`src/design/fbd_pkg.sv`:
```
// Shared constants and control types for the page framebuffer drawing block.
`default_nettype none
package fbd_pkg;

  localparam int unsigned SCREEN_WIDTH  = 128;
  localparam int unsigned SCREEN_HEIGHT = 64;
  localparam int unsigned PAGE_COUNT    = (SCREEN_HEIGHT + 7) / 8;
  localparam int unsigned STORE_BYTES   = SCREEN_WIDTH * PAGE_COUNT;

  localparam int unsigned X_LAST = SCREEN_WIDTH - 1;
  localparam int unsigned Y_LAST = SCREEN_HEIGHT - 1;

  localparam int unsigned BYTE_W = 8;
  localparam int unsigned CMD_W  = 3;
  localparam int unsigned POS_W  = 8;
  localparam int unsigned PG_W   = 3;
  localparam int unsigned COL_W  = $clog2(SCREEN_WIDTH);
  localparam int unsigned PAGE_W = (PAGE_COUNT > 1) ? $clog2(PAGE_COUNT) : 1;
  localparam int unsigned YP_W   = PAGE_W + 3;
  localparam int unsigned ADDR_W = $clog2(STORE_BYTES);

  localparam logic [CMD_W-1:0] CMD_PIXEL  = 3'd0;
  localparam logic [CMD_W-1:0] CMD_FILL   = 3'd1;
  localparam logic [CMD_W-1:0] CMD_BORDER = 3'd2;
  localparam logic [CMD_W-1:0] CMD_CLEAR  = 3'd3;
  localparam logic [CMD_W-1:0] CMD_READ   = 3'd4;

  typedef struct packed {
    logic load_cmd;
    logic load_init;
    logic issue;
  } ctl_t;

  typedef struct packed {
    logic walk_last;
    logic hold_full;
  } sts_t;

endpackage
`default_nettype wire

```
`src/design/fbd_ctrl.sv`:
```
// Controller state machine: start-up clear, command acceptance and byte walk sequencing.
`default_nettype none
module fbd_ctrl (
  input  wire logic          clk_i,
  input  wire logic          rst_ni,
  input  wire logic          in_valid_i,
  output logic               in_stall_o,
  input  wire fbd_pkg::sts_t sts_i,
  output fbd_pkg::ctl_t      ctl_o
);
  import fbd_pkg::*;

  localparam logic [1:0] ST_INIT = 2'd0;
  localparam logic [1:0] ST_IDLE = 2'd1;
  localparam logic [1:0] ST_WALK = 2'd2;

  logic [1:0] state_q, state_d;
  logic       take;
  logic       issue;

  assign in_stall_o = !((state_q == ST_IDLE) && !sts_i.hold_full);
  assign take       = in_valid_i && !in_stall_o;
  assign issue      = (state_q == ST_WALK) && !sts_i.hold_full;

  always_comb begin
    state_d = state_q;
    unique case (state_q)
      ST_INIT: begin
        state_d = ST_WALK;
      end
      ST_IDLE: begin
        if (take) begin
          state_d = ST_WALK;
        end
      end
      ST_WALK: begin
        if (issue && sts_i.walk_last) begin
          state_d = ST_IDLE;
        end
      end
      default: begin
        state_d = ST_INIT;
      end
    endcase
  end

  always_ff @(posedge clk_i or negedge rst_ni) begin
    if (!rst_ni) begin
      state_q <= ST_INIT;
    end else begin
      state_q <= state_d;
    end
  end

  assign ctl_o.load_cmd  = take;
  assign ctl_o.load_init = (state_q == ST_INIT);
  assign ctl_o.issue     = issue;

endmodule
`default_nettype wire

```
`config.mk`:
```
export PLATFORM = sky130hd
export DESIGN_NAME = fbd_ctrl
export DESIGN_NICKNAME = d
export VERILOG_FILES = /design/src/design/fbd_pkg.sv /design/src/design/fbd_ctrl.sv
export SDC_FILE = /design/constraint.sdc
export NUM_CORES = 1
export LEC_CHECK = 0
export BUFFER_PORTS_ARGS = -buffer_cell sky130_fd_sc_hd__clkbuf_2
export CORE_AREA = 8 8 45 47
export DETAILED_ROUTE_END_ITERATION = 16
export DIE_AREA = 0 0 53 55
export PLACE_DENSITY_LB_ADDON = 0.25
export SLEW_MARGIN = 30
export SYNTH_ARGS = -nofsm -noshare
export SYNTH_HDL_FRONTEND = slang
export SYNTH_SLANG_ARGS = --single-unit
```
`constraint.sdc`:
```
create_clock -name clk_i -period 1 [get_ports clk_i]
set_input_delay 0.2 -clock clk_i [delete_from_list [all_inputs] [get_ports clk_i]]
set_output_delay 0.2 -clock clk_i [all_outputs]
set_load 0.005 [all_outputs]
```
## Word-level counts from Yosys, hierarchy flattened

Index checks and enable logic that the tools add are counted.

| word-level totals | value |
|---|---|
| register bits | 2 |
| bits of input ports | 5 |
| output and inout port bits | 4 |
| logic and storage cells | 16 |

| cells by class | value |
|---|---|
| equality and inequality tests | 4 |
| mux-type cells | 3 |
| reduce and logical (&&, ||, !) cells | 8 |

Operators with widths:

| kind | count |
|---|---|
| $pmux W2 S3 | 1 |
| $logic_and A1 B1 Y1 | 4 |
| $mux W2 | 2 |
| $eq A2 B1 Y1 const B | 1 |
| $eq A2 B2 Y1 const B | 1 |
| $logic_not A1 Y1 | 2 |
| $logic_not A2 Y1 | 1 |
| $ne A2 B1 Y1 const B | 1 |
| $ne A2 B2 Y1 const B | 1 |
| $reduce_and A2 Y1 | 1 |

## Longest topological paths before layout

| logic depth | value |
|---|---|
| depth after elaboration | 5 |
| gate-level depth with buffers | 3 |
| gate-level depth less buffers | 3 |

## Worst setup path after synthesis

OpenSTA, ideal clock, no wires.

| timing path | value |
|---|---|
| path kind | flip-flop to output port |
| from | reg state_q[1] |
| to | out in_stall_o |
| arrival | 743 ps |
| data required time | 800 ps |
| setup slack | 57 ps |
| cell stages (with the launch flop) | 3 |
| path buffers | 0 |
| cells stage by stage | dfrtp_1 -> nand2b_1 -> or2_1 |

| between the ends | value |
|---|---|
| longest elaborated chain between the ends | 3 |

RTL lines:

| what | line | source |
|---|---|---|
| start: declaration | fbd_ctrl.sv:17 | `logic [1:0] state_q, state_d;` |
| start signal: assignment | fbd_ctrl.sv:51 | `state_q <= state_d;` |
| $eq A2 B1 Y1 | fbd_ctrl.sv:21 | `assign in_stall_o = !((state_q == ST_IDLE) && !sts_i.hold_full);` |
| $logic_and A1 B1 Y1 | fbd_ctrl.sv:21 |  |
| $logic_not A1 Y1 | fbd_ctrl.sv:21 |  |
| end: declaration | fbd_ctrl.sv:7 | `output logic in_stall_o,` |

No other way between the ends.

## Worst setup path in the final report

Ends and elaborated chain as after synthesis.

==> out/summary.json <==
{
  "worst-endpoint-required_ns": 0.80,
  "clock_latency_ns": 0.22,
  "worst-r2r-setup-slack_ns": 0.08,
  "final_cells": 44,
  "crit_path_cell_trace": "nand2b_4, or2_1, clkbuf_2",
  "netlist.area_leader.share": 0.3774,
  "via_count": 151,
  "syn_avg_cell_area_um2": 8.289,
  "crit_path_start_kind": "flip-flop",
  "die_ht_um": 55,
  "worst_r2r_path_depth": 3,
  "ys_seq_elements": 2,
  "synth_async_sr_flop_share": 1.000,
  "finish.instance_area_um2": 235.2,
  "grt_setup_unrepaired": "yes",
  "grt_start_max_net_pins": 5,
  "wl_met2_um": 143,
  "drtPass1Iterations": 1,
  "timing.critical_path.slowest_stage_cell": "sky130_fd_sc_hd__dfrtp_1",
  "syn_to_final_growth_pct": 77.36,
  "start_util": 0.09584,
  "final_core_util": 0.1700,
  "cap_viol_max_count": 0,
  "tritoncts_clock_tree": "built",
  "mappedNetlistArea_um2": 132.6,
  "failing_checks": "negative setup slack",
  "crit_path_leading_delay_family": "flip-flops",
  "timing.final.ws_setup_ns": -0.2352,
  "top_level_ports": 9,
  "hold_path_class": "primary input to async pin",
  "met3_wirelength_from_detailed_routing_um": 106,
  "largest_register_ffs": 2,
  "max_stage_delay_ns": 0.36,
  "std_cell_rows": 14,
  "via_per_instance_ratio": 3.432,
  "cts.sinks": 2,
  "power.density_nw_per_um2": 2116,
  "final_min_period_over_clock_period": 1.235,
  "fmax_mhz": 809.6,
  "synth_commonest_cells": "sky130_fd_sc_hd__nand2b_1, sky130_fd_sc_hd__nor2_1, sky130_fd_sc_hd__buf_4, sky130_fd_sc_hd__dfrtp_1",
  "outcome": "finished with violations",
  "yosysWarnings": 0,
  "clk_transition_reported_paths_ns": 0.03,
  "synth_top_cells_by_area": "sky130_fd_sc_hd__dfrtp_1, sky130_fd_sc_hd__nand2b_1, sky130_fd_sc_hd__buf_4, sky130_fd_sc_hd__nor2_1, sky130_fd_sc_hd__a22oi_1",
  "synth.yosys.seq_area_share": 0.3774,
  "post_dp_cell_area_um2": 185.2,
  "slew-limit-headroom": 0.8778,
  "reg_with_most_ffs": "state_q",
  "worstPathMaxFanout": 3,
  "grt_usage": 0.03607,
  "r2r_end": "state_q[1]$_DFFE_PN0P_",
  "period_minus_slack_ns": 1.235,
  "detail_route.drc_violations": 0,
  "avgRoutedWirePerCell_um": 8.932,
  "antenna-diode-count": 0,
  "ctsHtreeMaxLevel": 1,
  "synthDominantAreaCellType": "sky130_fd_sc_hd__dfrtp_1",
  "synthCells": 16,
  "routabilityCongestion": 0.6163,
  "largestRegisters": "state_q: 2 flops",
  "max-vdd-ir-drop_uv": 339.7,
  "synth_edf_count": 0,
  "drt.antenna.violating_nets": 0,
  "route.final.wire_length_um": 393,
  "ys.flop_type": "sky130_fd_sc_hd__dfrtp_1",
  "crit-reg2reg-launch": "state_q[0]$_DFFE_PN0P_",
  "grt_pass1_wl_um": 621,
  "cts-buffers-inserted": 3,
  "ys_types": 7,
  "fin_setup_tns_ns": -0.7712,
  "final_max_slew_viol_count": 0,
  "top_layer_used": "met4",
  "die_width_um": 53,
  "final_nets": 35,
  "hold_violations": 0,
  "clk_root_buffer_cell": "sky130_fd_sc_hd__clkbuf_4",
  "critPathArrivalTime_ns": 1.04,
  "post-place-cells": 39,
  "tightestPinTransition_ns": 0.1814,
  "critPathBufInv": 1,
  "routedLengthMet1_um": 136,
  "count_of_endpoints_failing_setup_in_the_final_report": 4,
  "drt_iter0_drc": 0,
  "port_buffers": 8,
  "die-area_um2": 2915,
  "synth.most_common_cell": "sky130_fd_sc_hd__nand2b_1",
  "globalRoute.totalOverflow": 0,
  "final_layout_size_suffix_gt1_frac": 0.5357,
  "synthesized_netlist_net_count": 21,
  "grt_pass1_vias": 168,
  "finClkSkew_ns": 0.002432,
  "core_um2": 1384,
  "leakage_nw": 0.1178,
  "place_ws_ns": -0.02212,
  "path_class": "flip-flop to output port",
  "clock_tree.buffer_depth": 2,
  "critical_path.endpoint_type": "output port",
  "number_of_antenna_violations_at_the_first_check_in_global_routing": 0
}
final cells by class:
type	instances	area, um2
Fill cell	165	1149
Multi-Input combinational cell	12	77.57
Timing Repair Buffer	11	65.06
Sequential cell	2	50.05
Clock buffer	3	22.52
Tap cell	16	20.02
layout by cell type (no fill, tap or decap):
cell and instances:
sky130_fd_sc_hd__nand2b_4 1, sky130_fd_sc_hd__clkbuf_4 3, sky130_fd_sc_hd__clkbuf_2 7, sky130_fd_sc_hd__dfrtp_1 2, sky130_fd_sc_hd__nor2_1 2, sky130_fd_sc_hd__nor2_2 1
sky130_fd_sc_hd__dlygate4sd3_1 1, sky130_fd_sc_hd__buf_4 2, sky130_fd_sc_hd__nand2b_1 5, sky130_fd_sc_hd__o21ai_0 1, sky130_fd_sc_hd__buf_2 1, sky130_fd_sc_hd__a22oi_1 1
sky130_fd_sc_hd__or2_1 1
where the power goes:
| part | internal, mW | leakage, nW | switching [mW] |
|---|---|---|---|
| clock network | 0.132 | 0.0138 | 0.0458 |
| logic | 0.114 | 0.0800 | 0.0783 |
| registers | 0.107 | 0.0241 | 0.0195 |
| total | 0.354 | 0.118 | 0.144 |
layer usage:
layer / vias up / track usage
li1: 74 / -
met1: 66 / 0.02736
met2: 9 / 0.03711
met3: 2 / 0.02941
met4: 0 / 0.07759
met5: - / 0
stage by stage:
stage	total power, mW	hold slack, ns
floorplan	0.2137	-0.09559
global placement	0.2718	-0.01205
detailed placement	0.2796	-0.008203
CTS	0.5140	0.2840
global route	0.5529	0.2877
finish	0.4979	0.2885
how the worst max path moves through the flow:
stage / slack (ns) / endpoint / cells after the start / from
after floorplan: 0.06 / in_stall_o / 2 / state_q[1]$_DFFE_PN0P_
final: -0.24 / in_stall_o / 3 / state_q[1]$_DFFE_PN0P_
after global routing: -0.29 / in_stall_o / 3 / state_q[1]$_DFFE_PN0P_
after detailed placement: -0.02 / in_stall_o / 3 / state_q[1]$_DFFE_PN0P_
after global placement: -0.02 / in_stall_o / 3 / state_q[1]$_DFFE_PN0P_
after CTS: -0.24 / in_stall_o / 3 / state_q[1]$_DFFE_PN0P_
worst register-to-register path, cell delays in order (launching register included):
cell and delay [ns]:
sky130_fd_sc_hd__dfrtp_1 0.40, sky130_fd_sc_hd__buf_4 0.16, sky130_fd_sc_hd__nand2b_1 0.13, sky130_fd_sc_hd__a22oi_1 0.14
kinds of logic after synthesis:
family / share of synthesized area
compound gates: 0.09432
buf+inv: 0.1132
flops: 0.3774
simple gates: 0.4151
repair_timing:
item                       in CTS  in global routing
gates resized for setup         2                  1
hold buffers                    1                  0
setup endpoints to repair       4                  4
pin swaps                       0                  0
hold endpoints to repair        2                  0
setup buffers                   1                  0
gates cloned                    0                  0
Power figures use the tool's default switching activity.
